`src/assert_macros.svh`:
```
// ----------------------------------------------------------------------------
// Assertion macros
// Concurrent assertion wrappers clocked on clk_i, disabled while rst_ni is low.
// ----------------------------------------------------------------------------
`ifndef ASSERT_MACROS_SVH
`define ASSERT_MACROS_SVH

`ifndef NO_ASSERTIONS

// Check that prop holds at every clock edge out of reset.
`define ASSERT_ALWAYS(label, prop, msg) \
  label: assert property (@(posedge clk_i) disable iff (!rst_ni) (prop)) else $error(msg);

// Check that ante implies cons in the same cycle.
`define ASSERT_IMPLY(label, ante, cons, msg) \
  label: assert property (@(posedge clk_i) disable iff (!rst_ni) (ante) |-> (cons)) \
    else $error(msg);

// Check that ante implies cons in the next cycle.
`define ASSERT_NEXT(label, ante, cons, msg) \
  label: assert property (@(posedge clk_i) disable iff (!rst_ni) (ante) |=> (cons)) \
    else $error(msg);

`else

`define ASSERT_ALWAYS(label, prop, msg)
`define ASSERT_IMPLY(label, ante, cons, msg)
`define ASSERT_NEXT(label, ante, cons, msg)

`endif

`endif

```
`src/twla_pkg.sv`:
```
// ----------------------------------------------------------------------------
// twla_pkg
// Shared types and codes for the two-level alert with dwell.
// ----------------------------------------------------------------------------
package twla_pkg;

  typedef enum logic {
    OP_SAMPLE = 1'b0,
    OP_TICK   = 1'b1
  } opcode_e;

  // Severity levels
  localparam logic [1:0] LEVEL_NONE = 2'd0;
  localparam logic [1:0] LEVEL_WARN = 2'd1;
  localparam logic [1:0] LEVEL_CRIT = 2'd2;

  // Pending change kinds
  localparam logic [1:0] PEND_NONE      = 2'd0;
  localparam logic [1:0] PEND_RISE_WARN = 2'd1;
  localparam logic [1:0] PEND_RISE_CRIT = 2'd2;
  localparam logic [1:0] PEND_RELEASE   = 2'd3;

  // Configuration register map
  localparam int unsigned CfgIdxW = 4;
  localparam logic [CfgIdxW-1:0] CFG_WATCHED_SENSOR = 4'd0;
  localparam logic [CfgIdxW-1:0] CFG_MODE_FLAGS     = 4'd1;
  localparam logic [CfgIdxW-1:0] CFG_WARNING_LIMIT  = 4'd2;
  localparam logic [CfgIdxW-1:0] CFG_CRITICAL_LIMIT = 4'd3;
  localparam logic [CfgIdxW-1:0] CFG_RELEASE_MARGIN = 4'd4;
  localparam logic [CfgIdxW-1:0] CFG_RISE_DWELL     = 4'd5;
  localparam logic [CfgIdxW-1:0] CFG_FALL_DWELL     = 4'd6;
  localparam logic [CfgIdxW-1:0] CFG_STALE_LIMIT    = 4'd7;

  // Mode flag bit positions
  localparam int unsigned MODE_ABOVE   = 0;
  localparam int unsigned MODE_WARN_EN = 1;
  localparam int unsigned MODE_CRIT_EN = 2;

  typedef struct packed {
    logic [7:0]         watched_sensor;
    logic [2:0]         mode_flags;
    logic signed [31:0] warning_limit;
    logic signed [31:0] critical_limit;
    logic [30:0]        release_margin;
    logic [31:0]        rise_dwell_ms;
    logic [31:0]        fall_dwell_ms;
    logic [31:0]        stale_limit_ms;
  } cfg_t;

  typedef struct packed {
    logic [1:0]  level;
    logic [1:0]  pending;
    logic [31:0] pending_start;
    logic [31:0] last_seen;
    logic        seen_any;
  } rule_state_t;

  typedef struct packed {
    logic [1:0] severity;
    logic [1:0] pending_kind;
    logic       unavailable;
  } result_t;

endpackage

```
`src/twla_cfg.sv`:
```
// ----------------------------------------------------------------------------
// twla_cfg
// Configuration register file; every write is taken at once.
// ----------------------------------------------------------------------------
module twla_cfg (
  input  logic                          clk_i,
  input  logic                          rst_ni,
  input  logic                          cfg_valid_i,
  output logic                          cfg_ready_o,
  input  logic [twla_pkg::CfgIdxW-1:0]  cfg_index_i,
  input  logic [31:0]                   cfg_data_i,
  output twla_pkg::cfg_t                cfg_o
);
  import twla_pkg::*;

  cfg_t cfg_q;

  assign cfg_ready_o = 1'b1;
  assign cfg_o       = cfg_q;

  always_ff @(posedge clk_i or negedge rst_ni) begin
    if (!rst_ni) begin
      cfg_q <= '0;
    end else if (cfg_valid_i) begin
      unique case (cfg_index_i)
        CFG_WATCHED_SENSOR: cfg_q.watched_sensor <= cfg_data_i[7:0];
        CFG_MODE_FLAGS:     cfg_q.mode_flags     <= cfg_data_i[2:0];
        CFG_WARNING_LIMIT:  cfg_q.warning_limit  <= cfg_data_i;
        CFG_CRITICAL_LIMIT: cfg_q.critical_limit <= cfg_data_i;
        CFG_RELEASE_MARGIN: cfg_q.release_margin <= cfg_data_i[30:0];
        CFG_RISE_DWELL:     cfg_q.rise_dwell_ms  <= cfg_data_i;
        CFG_FALL_DWELL:     cfg_q.fall_dwell_ms  <= cfg_data_i;
        CFG_STALE_LIMIT:    cfg_q.stale_limit_ms <= cfg_data_i;
        default:            ; // unmapped index: drop the write
      endcase
    end
  end

endmodule

```
`src/twla_core.sv`:
```
// ----------------------------------------------------------------------------
// twla_core
// Next-state and result logic for one sample or tick.
// ----------------------------------------------------------------------------
module twla_core (
  input  twla_pkg::cfg_t        cfg_i,
  input  twla_pkg::rule_state_t state_i,
  input  logic                  opcode_i,
  input  logic [7:0]            sensor_id_i,
  input  logic signed [31:0]    reading_i,
  input  logic [31:0]           time_ms_i,
  output twla_pkg::rule_state_t state_o,
  output twla_pkg::result_t     result_o
);
  import twla_pkg::*;

  logic               above;
  logic [31:0]        gap_seen;
  logic               gap_stale;
  logic               sample_stale;
  logic               tick_stale;
  logic [1:0]         pend0;
  logic [31:0]        pstart0;
  logic [31:0]        elapsed;
  logic               crit_hit;
  logic               warn_hit;
  logic [1:0]         target;
  logic signed [31:0] active_lim;
  logic signed [32:0] lim33;
  logic signed [32:0] margin33;
  logic signed [32:0] val33;
  logic signed [32:0] rel_lo;
  logic signed [32:0] rel_hi;
  logic               releases;
  rule_state_t        samp_st;

  assign above     = cfg_i.mode_flags[MODE_ABOVE];
  assign gap_seen  = time_ms_i - state_i.last_seen;
  assign gap_stale = gap_seen > cfg_i.stale_limit_ms;

  assign sample_stale = state_i.seen_any && gap_stale;
  assign tick_stale   = !state_i.seen_any || gap_stale;

  // Drop the pending change after a stale gap
  assign pend0   = sample_stale ? PEND_NONE : state_i.pending;
  assign pstart0 = sample_stale ? '0 : state_i.pending_start;
  assign elapsed = time_ms_i - pstart0;

  assign crit_hit = above ? (reading_i >= cfg_i.critical_limit)
                          : (reading_i <= cfg_i.critical_limit);
  assign warn_hit = above ? (reading_i >= cfg_i.warning_limit)
                          : (reading_i <= cfg_i.warning_limit);

  always_comb begin
    if (cfg_i.mode_flags[MODE_CRIT_EN] && crit_hit) begin
      target = LEVEL_CRIT;
    end else if (cfg_i.mode_flags[MODE_WARN_EN] && warn_hit) begin
      target = LEVEL_WARN;
    end else begin
      target = LEVEL_NONE;
    end
  end

  // Release threshold at 33 bits so limit +/- margin never wraps
  assign active_lim = (state_i.level == LEVEL_CRIT) ? cfg_i.critical_limit
                                                    : cfg_i.warning_limit;
  assign lim33    = {active_lim[31], active_lim};
  assign margin33 = {2'b00, cfg_i.release_margin};
  assign val33    = {reading_i[31], reading_i};
  assign rel_lo   = lim33 - margin33;
  assign rel_hi   = lim33 + margin33;
  assign releases = above ? (val33 <= rel_lo) : (val33 >= rel_hi);

  always_comb begin
    samp_st               = state_i;
    samp_st.pending       = pend0;
    samp_st.pending_start = pstart0;
    samp_st.seen_any      = 1'b1;
    samp_st.last_seen     = time_ms_i;
    if (target > state_i.level) begin
      if (pend0 != target) begin
        samp_st.pending       = target;
        samp_st.pending_start = time_ms_i;
      end else if (elapsed >= cfg_i.rise_dwell_ms) begin
        samp_st.level   = target;
        samp_st.pending = PEND_NONE;
      end
    end else if (target < state_i.level) begin
      if (!releases) begin
        samp_st.pending = PEND_NONE;
      end else if (pend0 != PEND_RELEASE) begin
        samp_st.pending       = PEND_RELEASE;
        samp_st.pending_start = time_ms_i;
      end else if (elapsed >= cfg_i.fall_dwell_ms) begin
        samp_st.level   = target;
        samp_st.pending = PEND_NONE;
      end
    end else begin
      samp_st.pending = PEND_NONE;
    end
  end

  always_comb begin
    state_o              = state_i;
    result_o.unavailable = 1'b0;
    if (opcode_i == OP_TICK) begin
      if (tick_stale) begin
        state_o.pending = PEND_NONE;
      end
      result_o.unavailable = tick_stale && (state_i.level != LEVEL_NONE);
    end else if (sensor_id_i == cfg_i.watched_sensor) begin
      state_o = samp_st;
    end
    result_o.severity     = state_o.level;
    result_o.pending_kind = state_o.pending;
  end

endmodule

```
`src/two_level_alert_with_dwell.sv`:
```
// ----------------------------------------------------------------------------
// two_level_alert_with_dwell
// An accepted input word passes through the input register, then the result
// register, where the result word is valid; an output stall holds it there.
// Throughput: one item per cycle while the output is not stalled, set by the
// state update in the core logic. Reset: asynchronous active low;
// clears rule state, configuration and both valid flags.
// ----------------------------------------------------------------------------
`include "assert_macros.svh"

module two_level_alert_with_dwell (
  input  logic                         clk_i,
  input  logic                         rst_ni,
  // Configuration write channel
  input  logic                         cfg_valid_i,
  output logic                         cfg_ready_o,
  input  logic [twla_pkg::CfgIdxW-1:0] cfg_index_i,
  input  logic [31:0]                  cfg_data_i,
  // Input word
  input  logic                         in_valid_i,
  output logic                         in_stall_o,
  input  logic                         opcode_i,
  input  logic [7:0]                   sensor_id_i,
  input  logic signed [31:0]           reading_i,
  input  logic [31:0]                  time_ms_i,
  // Result word
  output logic                         out_valid_o,
  input  logic                         out_stall_i,
  output logic [1:0]                   severity_o,
  output logic [1:0]                   pending_kind_o,
  output logic                         unavailable_o
);
  import twla_pkg::*;

  cfg_t               cfg;

  // Input register
  logic               s1_valid_q;
  logic               s1_op_q;
  logic [7:0]         s1_id_q;
  logic signed [31:0] s1_reading_q;
  logic [31:0]        s1_time_q;

  // Rule state and result register
  rule_state_t        state_q;
  rule_state_t        state_d;
  result_t            res_d;
  result_t            res_q;
  logic               out_valid_q;

  logic               in_take;
  logic               advance;

  twla_cfg u_cfg (
    .clk_i       (clk_i),
    .rst_ni      (rst_ni),
    .cfg_valid_i (cfg_valid_i),
    .cfg_ready_o (cfg_ready_o),
    .cfg_index_i (cfg_index_i),
    .cfg_data_i  (cfg_data_i),
    .cfg_o       (cfg)
  );

  twla_core u_core (
    .cfg_i       (cfg),
    .state_i     (state_q),
    .opcode_i    (s1_op_q),
    .sensor_id_i (s1_id_q),
    .reading_i   (s1_reading_q),
    .time_ms_i   (s1_time_q),
    .state_o     (state_d),
    .result_o    (res_d)
  );

  // Evaluate the held word whenever the result register is free or draining;
  // the state commits on the same edge, so the next word sees it directly.
  assign advance    = s1_valid_q && (!out_valid_q || !out_stall_i);
  // Stall only when the input register is full and cannot move on
  assign in_stall_o = s1_valid_q && out_valid_q && out_stall_i;
  assign in_take    = in_valid_i && !in_stall_o;

  always_ff @(posedge clk_i or negedge rst_ni) begin
    if (!rst_ni) begin
      s1_valid_q <= 1'b0;
    end else if (in_take) begin
      s1_valid_q <= 1'b1;
    end else if (advance) begin
      s1_valid_q <= 1'b0;
    end
  end

  // Payload registers: load on accept, hold otherwise
  always_ff @(posedge clk_i) begin
    if (in_take) begin
      s1_op_q      <= opcode_i;
      s1_id_q      <= sensor_id_i;
      s1_reading_q <= reading_i;
      s1_time_q    <= time_ms_i;
    end
  end

  always_ff @(posedge clk_i or negedge rst_ni) begin
    if (!rst_ni) begin
      state_q <= '0;
    end else if (advance) begin
      state_q <= state_d;
    end
  end

  always_ff @(posedge clk_i or negedge rst_ni) begin
    if (!rst_ni) begin
      out_valid_q <= 1'b0;
    end else if (advance) begin
      out_valid_q <= 1'b1;
    end else if (!out_stall_i) begin
      out_valid_q <= 1'b0;
    end
  end

  always_ff @(posedge clk_i) begin
    if (advance) begin
      res_q <= res_d;
    end
  end

  assign out_valid_o    = out_valid_q;
  assign severity_o     = res_q.severity;
  assign pending_kind_o = res_q.pending_kind;
  assign unavailable_o  = res_q.unavailable;

  // A rise to warning is only ever pending from no severity
  `ASSERT_IMPLY(a_rise_warn_from_none, state_q.pending == PEND_RISE_WARN,
                state_q.level == LEVEL_NONE, "rise to warning pending above none")
  // A release is only ever pending while some severity is active
  `ASSERT_IMPLY(a_release_needs_level, state_q.pending == PEND_RELEASE,
                state_q.level != LEVEL_NONE, "release pending with no severity")
  // Nothing can be pending before the first watched sample
  `ASSERT_IMPLY(a_no_pending_unseen, !state_q.seen_any,
                state_q.pending == PEND_NONE && state_q.level == LEVEL_NONE,
                "pending or severity set before any sample")
  // An evaluated word always lands in the result register
  `ASSERT_NEXT(a_advance_fills_out, advance, out_valid_q, "result lost after evaluation")

endmodule
```
`config.mk`:
```
export PLATFORM = sky130hd
export DESIGN_NAME = two_level_alert_with_dwell
export DESIGN_NICKNAME = d
export VERILOG_FILES = /design/src/twla_pkg.sv /design/src/twla_cfg.sv /design/src/twla_core.sv /design/src/two_level_alert_with_dwell.sv
export VERILOG_INCLUDE_DIRS = /design/src /design/src/src
export SDC_FILE = /design/constraint.sdc
export NUM_CORES = 1
export LEC_CHECK = 0
export BUFFER_PORTS_ARGS = -buffer_cell sky130_fd_sc_hd__buf_4
export CAP_MARGIN = 10
export CORE_UTILIZATION = 50
export CTS_BUF_LIST = sky130_fd_sc_hd__clkbuf_2 sky130_fd_sc_hd__clkbuf_4 sky130_fd_sc_hd__clkbuf_8
export CTS_CLUSTER_DIAMETER = 100
export DETAILED_ROUTE_END_ITERATION = 8
export MAX_ROUTING_LAYER = met4
export PLACE_DENSITY = 0.67
export SYNTH_ARGS = -nofsm -noshare
export SYNTH_HDL_FRONTEND = slang
export SYNTH_HIERARCHICAL = 1
export SYNTH_SLANG_ARGS = --single-unit
```
`constraint.sdc`:
```
create_clock -name clk_i -period 10.9 [get_ports clk_i]
set_input_delay 0 -clock clk_i [delete_from_list [all_inputs] [get_ports clk_i]]
set_output_delay 0 -clock clk_i [all_outputs]
set_load 0.01 [all_outputs]
```
==> results.json, run 1 <==
{
  "setup_viol": 0,
  "cts_inserted_buffers": 66,
  "r2r-start": "s1_time_q[1]",
  "cts_tree": "done",
  "antenna_found_initial": 0,
  "synth_top_family_by_area": "adder cells",
  "clock_skew_ps": 39.8,
  "hpwl_um": 50700,
  "yosysUniqueCellTypes": 89,
  "async_flop_share": 0.778,
  "p_sw_mw": 2.22,
  "clkLatencyLatePin_ps": 650,
  "criticalPathCategory": "reg -> reg",
  "grt_setup_unrepaired": "no",
  "p_leak_nw": 13.8,
  "synth-compound-area-share": 0.145,
  "p_int_mw": 3.65,
  "grt_overflow": 0,
  "synth_fa_ha_area_frac": 0.175,
  "ys_seq_area_frac": 0.357,
  "switching_share": 0.379,
  "finalHoldViolations": 0,
  "yosysWarnings": 6,
  "clk_pin_slew_ps": 60,
  "r2r_cells": 45,
  "avgSynthCellArea_um2": 10.1,
  "first_iter_violations": 1099,
  "grt_pass1_vias": 20251,
  "synth_area_leaders": "dfrtp_1 (27%), ha_1 (17%), mux2_2 (11%), edfxtp_1 (9.1%), inv_1 (3.9%)",
  "crit_required_ps": 11430,
  "antenna_cells": 0,
  "cts.sink_count": 351,
  "met1_usage": 0.344,
  "yosys.area_share.simple": 0.100,
  "fin_tns_setup_ps": 0,
  "synth_xor_area_frac": 0.0423,
  "drc": 0,
  "powerDensity_nw_per_um2": 197,
  "synth_nets": 3016,
  "fillCellCount": 4371,
  "fin_cells": 3519,
  "yosysTopAreaCell": "dfrtp_1",
  "timing.rr.end": "state_q[68]",
  "start_util": 0.509,
  "grtUsageTotal": 0.270,
  "end_kind": "register",
  "peakVddDrop_mv": 0.106,
  "fmax_mhz": 97.3,
  "synth_top_cell_area_share": 0.266,
  "crit_path_start_kind": "register",
  "synthCells": 2545,
  "pwr-share-clk": 0.257,
  "syn_area_um2": 25700,
  "worstMarginPinSlew_ps": 1060,
  "placed_cells": 3283,
  "gp_congestion": 0.936,
  "wl_per_cell_um": 19.3,
  "cp-startpoint": "s1_time_q[1]",
  "die_h_um": 229,
  "slew_violations": 0,
  "fin_nets": 3266,
  "cts_buffer_depth": 3,
  "slowest_delay_ps": 520,
  "drt-pass1-iter-count": 5,
  "h-tree-depth": 3,
  "grt_pass1_wl_um": 109000,
  "die-area_um2": 52200,
  "viasPerCell": 5.65,
  "endpoint": "state_q[68]",
  "maxSlewHeadroom": 0.295,
  "cts_root_buf": "clkbuf_8",
  "core_area_um2": 50400,
  "portBuffers": 120,
  "use_met2": 0.449,
  "synthFlopType": "dfrtp_1",
  "post-synth-top-count-cell": "ha_1",
  "die_w_um": 229,
  "ff2ff_setup_slack_ps": 620,
  "min_period_ps": 10280,
  "combinationalPowerShare": 0.450,
  "hold_path.class": "in -> async",
  "area_growth_pct": 16.4,
  "drive_above_1_share": 0.197,
  "num_vias": 19894,
  "grt_max_degree": 79,
  "use_met3": 0.0392,
  "crit_slowest_cell": "edfxtp_1",
  "p_seq_frac": 0.293,
  "synth-edff-count": 78,
  "period_share": 0.943,
  "cpMostUsedCell": "a21oi_1",
  "cp_data_arrival_time_ps": 10810,
  "synthTopCellsByCount": "ha_1 (353), dfrtp_1 (273), inv_1 (264), mux2_2 (252), nand2_1 (180)",
  "grt_busiest_layer": "met2",
  "cp_max_fo": 6,
  "status": "finished, final reports clean",
  "drt_wl_total_um": 67900,
  "synthMuxAreaShare": 0.122,
  "rows": 82,
  "drv_cap": 0,
  "ant_nets": 0,
  "ioPinCount": 122,
  "synth_seq_cells": 351
}
[worst max-delay path: cells and delay by family, from the launching register on]
kind	cells	cell delay (ps)
flip-flops	1	520
buffers and inverters	3	420
XOR/XNOR	2	210
AND/OR/NAND/NOR	11	1960
multiplexers	2	620
adder cells (fa/ha/maj)	5	1540
AO/OA/AOI/OAI	22	4880
[metal layers]
| metal | vias to the layer above | share of wire |
|---|---|---|
| met4 | 0 | 0.021 |
| met2 | 499 | 0.48 |
| met5 | - | 0 |
| met1 | 9645 | 0.45 |
| li1 | 9635 | - |
| met3 | 115 | 0.044 |
[power groups by stage]
stage | combinational, mW | sequential (mW) | clock (mW)
after floorplan | 1.92 | 1.69 | 0
after global placement | 2.50 | 1.73 | 0
after detailed placement | 2.56 | 1.74 | 0
after CTS | 2.62 | 1.72 | 1.55
after global routing | 2.95 | 1.75 | 1.60
final | 2.64 | 1.72 | 1.51
[sequential cells by signal, indices dropped and copies added (netlist names)]
| signal | flops |
|---|---|
| s1_time_q | 32 |
| out_valid_o | 1 |
| unavailable_o | 1 |
| u_cfg/cfg_o | 202 |
| s1_op_q | 1 |
| s1_reading_q | 32 |
| state_q | 69 |
| severity_o | 2 |
| s1_id_q | 8 |
| pending_kind_o | 2 |
| s1_valid_q | 1 |
[metrics by stage]
step / util / hold slack [ps] / setup slack [ps] / total power, mW / instance area [um^2]
6_report: 0.593 / 31.2 / 624 / 5.87 / 29900
5_1_grt: 0.593 / 28.8 / 51.6 / 6.30 / 29900
4_1_cts: 0.592 / 3.75 / 384 / 5.89 / 29800
3_5_place_dp: 0.538 / 26.1 / 467 / 4.30 / 27100
3_3_place_gp: 0.538 / 15.0 / 728 / 4.23 / 27100
2_1_floorplan: - / -296 / 1310 / 3.61 / 25700
[logic make-up after synthesis]
kind of cell,after synthesis
AO/OA/AOI/OAI,575
XOR/XNOR,124
adder cells (fa/ha/maj),357
buffers and inverters,342
flip-flops,351
multiplexers,275
other,1
AND/OR/NAND/NOR,520
[layout make-up]
cell class | instances | area [um^2] | area share
sequential | 351 | 9170 | 0.307
multi-input combinational | 1852 | 15100 | 0.505
clock inverter | 18 | 265 | 0.00888
timing repair buffer | 256 | 2230 | 0.0747
inverter | 268 | 1010 | 0.0337
clock buffer | 102 | 1270 | 0.0426
tap | 672 | 841 | 0.0281
[worst min-delay path by stage]
| stage | startpoint | endpoint | slack, ps | cells after the start |
|---|---|---|---|---|
| 2_1_floorplan | rst_ni | out_valid_o | -300 | 0 |
| 3_3_place_gp | rst_ni | u_cfg/cfg_o[121] | 20 | 1 |
| 3_5_place_dp | rst_ni | u_cfg/cfg_o[121] | 30 | 1 |
| 4_1_cts | rst_ni | u_cfg/cfg_o[119] | 4 | 3 |
| 5_1_grt | reading_i[21] | s1_reading_q[21] | 30 | 2 |
| 6_report | rst_ni | u_cfg/cfg_o[119] | 30 | 3 |
[layout by cell type, fill, tap and decap left out, types with 21 or more instances in the layout]
| cell | instances |
|---|---|
| nand2_1 | 180 |
| edfxtp_1 | 78 |
| mux2_2 | 252 |
| o21ai_0 | 138 |
| xor2_1 | 30 |
| nand3_1 | 42 |
| clkbuf_4 | 21 |
| nor2_1 | 111 |
| nand4_1 | 34 |
| a21o_1 | 71 |
| dfrtp_1 | 273 |
| inv_1 | 264 |
| dlygate4sd3_1 | 113 |
| a22o_1 | 32 |
| a21oi_1 | 155 |
| xnor2_1 | 94 |
| nand2b_1 | 27 |
| nor3_1 | 28 |
| buf_4 | 141 |
| clkbuf_8 | 81 |
| ha_1 | 353 |
[timing repair]
item,CTS,global route
resized for setup,0,11
setup endpoints to repair,0,8
hold buffers,114,0
setup buffers,0,2
hold endpoints to repair,381,0
Note: power is estimated with default switching activity, not from simulation.
==> run 2, diff against run 1 <==
--- a/config.mk
+++ b/config.mk
@@ -6,6 +6,7 @@
 export SDC_FILE = /design/constraint.sdc
 export NUM_CORES = 1
 export LEC_CHECK = 0
+export ABC_AREA = 1
 export BUFFER_PORTS_ARGS = -buffer_cell sky130_fd_sc_hd__buf_4
 export CAP_MARGIN = 10
 export CORE_UTILIZATION = 50
==> results.json, run 2 <==
{
  "yosysTopAreaCell": "dfrtp_1",
  "drive_above_1_share": 0.0766,
  "synthFlopType": "dfrtp_1",
  "cts_buffer_depth": 3,
  "grt_overflow": 0,
  "fin_nets": 4584,
  "cp-startpoint": "s1_time_q[0]",
  "r2r_cells": 48,
  "drv_cap": 0,
  "fin_tns_setup_ps": 0,
  "yosysUniqueCellTypes": 57,
  "fmax_mhz": 109,
  "synth_top_family_by_area": "simple AND/OR/NAND/NOR gates",
  "p_int_mw": 3.49,
  "syn_area_um2": 28400,
  "clock_skew_ps": 28.2,
  "drt-pass1-iter-count": 6,
  "grt_max_degree": 95,
  "pwr-share-clk": 0.239,
  "drc": 0,
  "slew_violations": 0,
  "min_period_ps": 9200,
  "synth-edff-count": 78,
  "cp_data_arrival_time_ps": 9790,
  "post-synth-top-count-cell": "nand2_1",
  "p_sw_mw": 2.69,
  "yosys.area_share.simple": 0.283,
  "cts_resized": 0,
  "ant_nets": 0,
  "ys_seq_area_frac": 0.323,
  "start_util": 0.505,
  "peakVddDrop_mv": 0.104,
  "final_cell_mix": "nand2_1 (1276), inv_1 (491), ha_1 (353), nand3_1 (293), dfrtp_1 (272)",
  "status": "finished, final reports clean",
  "hold_path_startpoint": "reading_i[28]",
  "cpMostUsedCell": "nand2_1",
  "crit_path_start_kind": "register",
  "yosysWarnings": 6,
  "timing.rr.end": "state_q[68]",
  "min_path_cells": 2,
  "min_to": "s1_reading_q[28]",
  "synth_top_cell_area_share": 0.240,
  "cts_root_buf": "clkbuf_8",
  "synth-compound-area-share": 0.106,
  "combinationalPowerShare": 0.485,
  "synthMuxAreaShare": 0,
  "avgSynthCellArea_um2": 7.23,
  "clkLatencyLatePin_ps": 670,
  "synth_seq_cells": 351,
  "die_h_um": 240,
  "switching_share": 0.436,
  "holdWs_ps": 45.2,
  "cts_inserted_buffers": 71,
  "p_seq_frac": 0.276,
  "hpwl_um": 60600,
  "cts_setup_buffers": 0,
  "grt_pass1_wl_um": 135000,
  "synthCells": 3931,
  "synth_xor_area_frac": 0.0364,
  "setup_viol": 0,
  "grtUsageTotal": 0.308,
  "ioPinCount": 122,
  "hold_path.class": "in -> reg",
  "cts_tree": "done",
  "core_area_um2": 56300,
  "rows": 87,
  "gp_congestion": 0.979,
  "grt_pass1_vias": 24789,
  "synth_area_leaders": "dfrtp_1 (24%), nand2_1 (17%), ha_1 (16%), edfxtp_1 (8.2%), inv_1 (6.5%)",
  "slowest_delay_ps": 750,
  "crit_slowest_cell": "nand3_2",
  "p_leak_nw": 16.8,
  "synth_fa_ha_area_frac": 0.158,
  "area_growth_pct": 14.2,
  "cp_max_fo": 35,
  "synth_nets": 4402,
  "clk_pin_slew_ps": 60,
  "grt_setup_unrepaired": "no",
  "num_vias": 26487,
  "maxSlewHeadroom": 0.262,
  "die-area_um2": 57800,
  "async_flop_share": 0.778,
  "end_kind": "register",
  "r2r-start": "s1_time_q[0]",
  "crit_buf_inv": 2,
  "die_w_um": 240,
  "cts.sink_count": 351,
  "cp_top_family": "simple AND/OR/NAND/NOR gates",
  "antenna_found_initial": 2,
  "powerDensity_nw_per_um2": 190,
  "portBuffers": 120,
  "ff2ff_setup_slack_ps": 1700,
  "h-tree-depth": 3,
  "viasPerCell": 5.38,
  "wl_per_cell_um": 17.3,
  "crit_required_ps": 11480,
  "first_iter_violations": 2365,
  "largest_register_ffs": 202,
  "period_share": 0.844,
  "finalHoldViolations": 0,
  "criticalPathCategory": "reg -> reg",
  "design_area_um2": 32400,
  "synthTopCellsByCount": "nand2_1 (1277), inv_1 (492), ha_1 (353), nand3_1 (295), dfrtp_1 (273)",
  "place_area_um2": 29700,
  "mostFrequentLayoutCell": "nand2_1",
  "drt_wl_total_um": 85400,
  "worstMarginPinSlew_ps": 1110
}
-- run 2: cell types whose count changed after synthesis, sizes merged, moves of 47 or more --
cell / delta
nand2: +1104
mux2: -275
nand3: +255
inv: +233
a21oi: +93
nand4: +83
xnor2: -71
xor2: +65
nor2: +60
a21o: -59
clkbuf: +47
-- run 2: final cells by class --
cell class	count	area, um^2
Fill cell	5363	23800
Multi-Input combinational cell	2927	16600
Sequential cell	351	9180
Timing Repair Buffer	264	2300
Inverter	498	1870
Clock buffer	106	1300
Tap cell	756	946
Clock inverter	21	201
Antenna cell	3	7.51
-- run 2: timing repair --
item | in CTS | in global routing
endpoints found under the setup margin | 0 | 0
hold endpoints to repair | 364 | 0
hold buffers | 119 | 0
-- run 2: worst reg2reg max path, delay by kind of cell, from the launching register on --
family / cells / cell delay (ps)
fa+ha+maj: 5 / 1490
buf+inv: 2 / 180
flops: 1 / 380
compound gates: 16 / 3230
simple gates: 23 / 3530
xor+xnor: 2 / 280
-- run 2: worst max path at each step --
stage | endpoint | cells after the start
final | state_q[68] | 48
after global routing | state_q[68] | 51
after CTS | state_q[68] | 53
after detailed placement | state_q[68] | 53
after global placement | state_q[68] | 53
after floorplan | state_q[68] | 51
-- run 2: power groups by stage --
stage	logic (mW)	registers [mW]	clock network [mW]
2_1_floorplan	2.19	1.67	0
3_3_place_gp	2.86	1.72	0
3_5_place_dp	2.89	1.72	0
4_1_cts	2.95	1.70	1.51
5_1_grt	3.40	1.73	1.57
6_report	3.00	1.70	1.48
-- run 2: per-layer routing --
metal	up-vias	GRT usage	routed length (um)
li1	13224	-	-
met1	12227	0.421	38900
met2	873	0.474	39100
met3	163	0.0377	5350
met4	0	0.0965	2080
met5	-	-	0
-- run 2: kinds of logic after synthesis --
kind of cell / Yosys count
xor gates and xnor gates: 118
AOI/OAI and AO/OA: 531
buffers and inverters: 653
and+or+nand+nor: 1920
DFF: 351
other: 1
adders and majority gates: 357
-- run 2: metrics by stage --
| step | std cells | total power [mW] | worst slack [ps] | util |
|---|---|---|---|---|
| floorplan | 3931 | 3.86 | 3720 | - |
| global placement | 4677 | 4.58 | 2000 | 0.528 |
| detailed placement | 4677 | 4.62 | 1860 | 0.528 |
| CTS | 4923 | 6.16 | 1810 | 0.576 |
| global route | 4925 | 6.70 | 765 | 0.576 |
| finish | 4926 | 6.18 | 1700 | 0.577 |
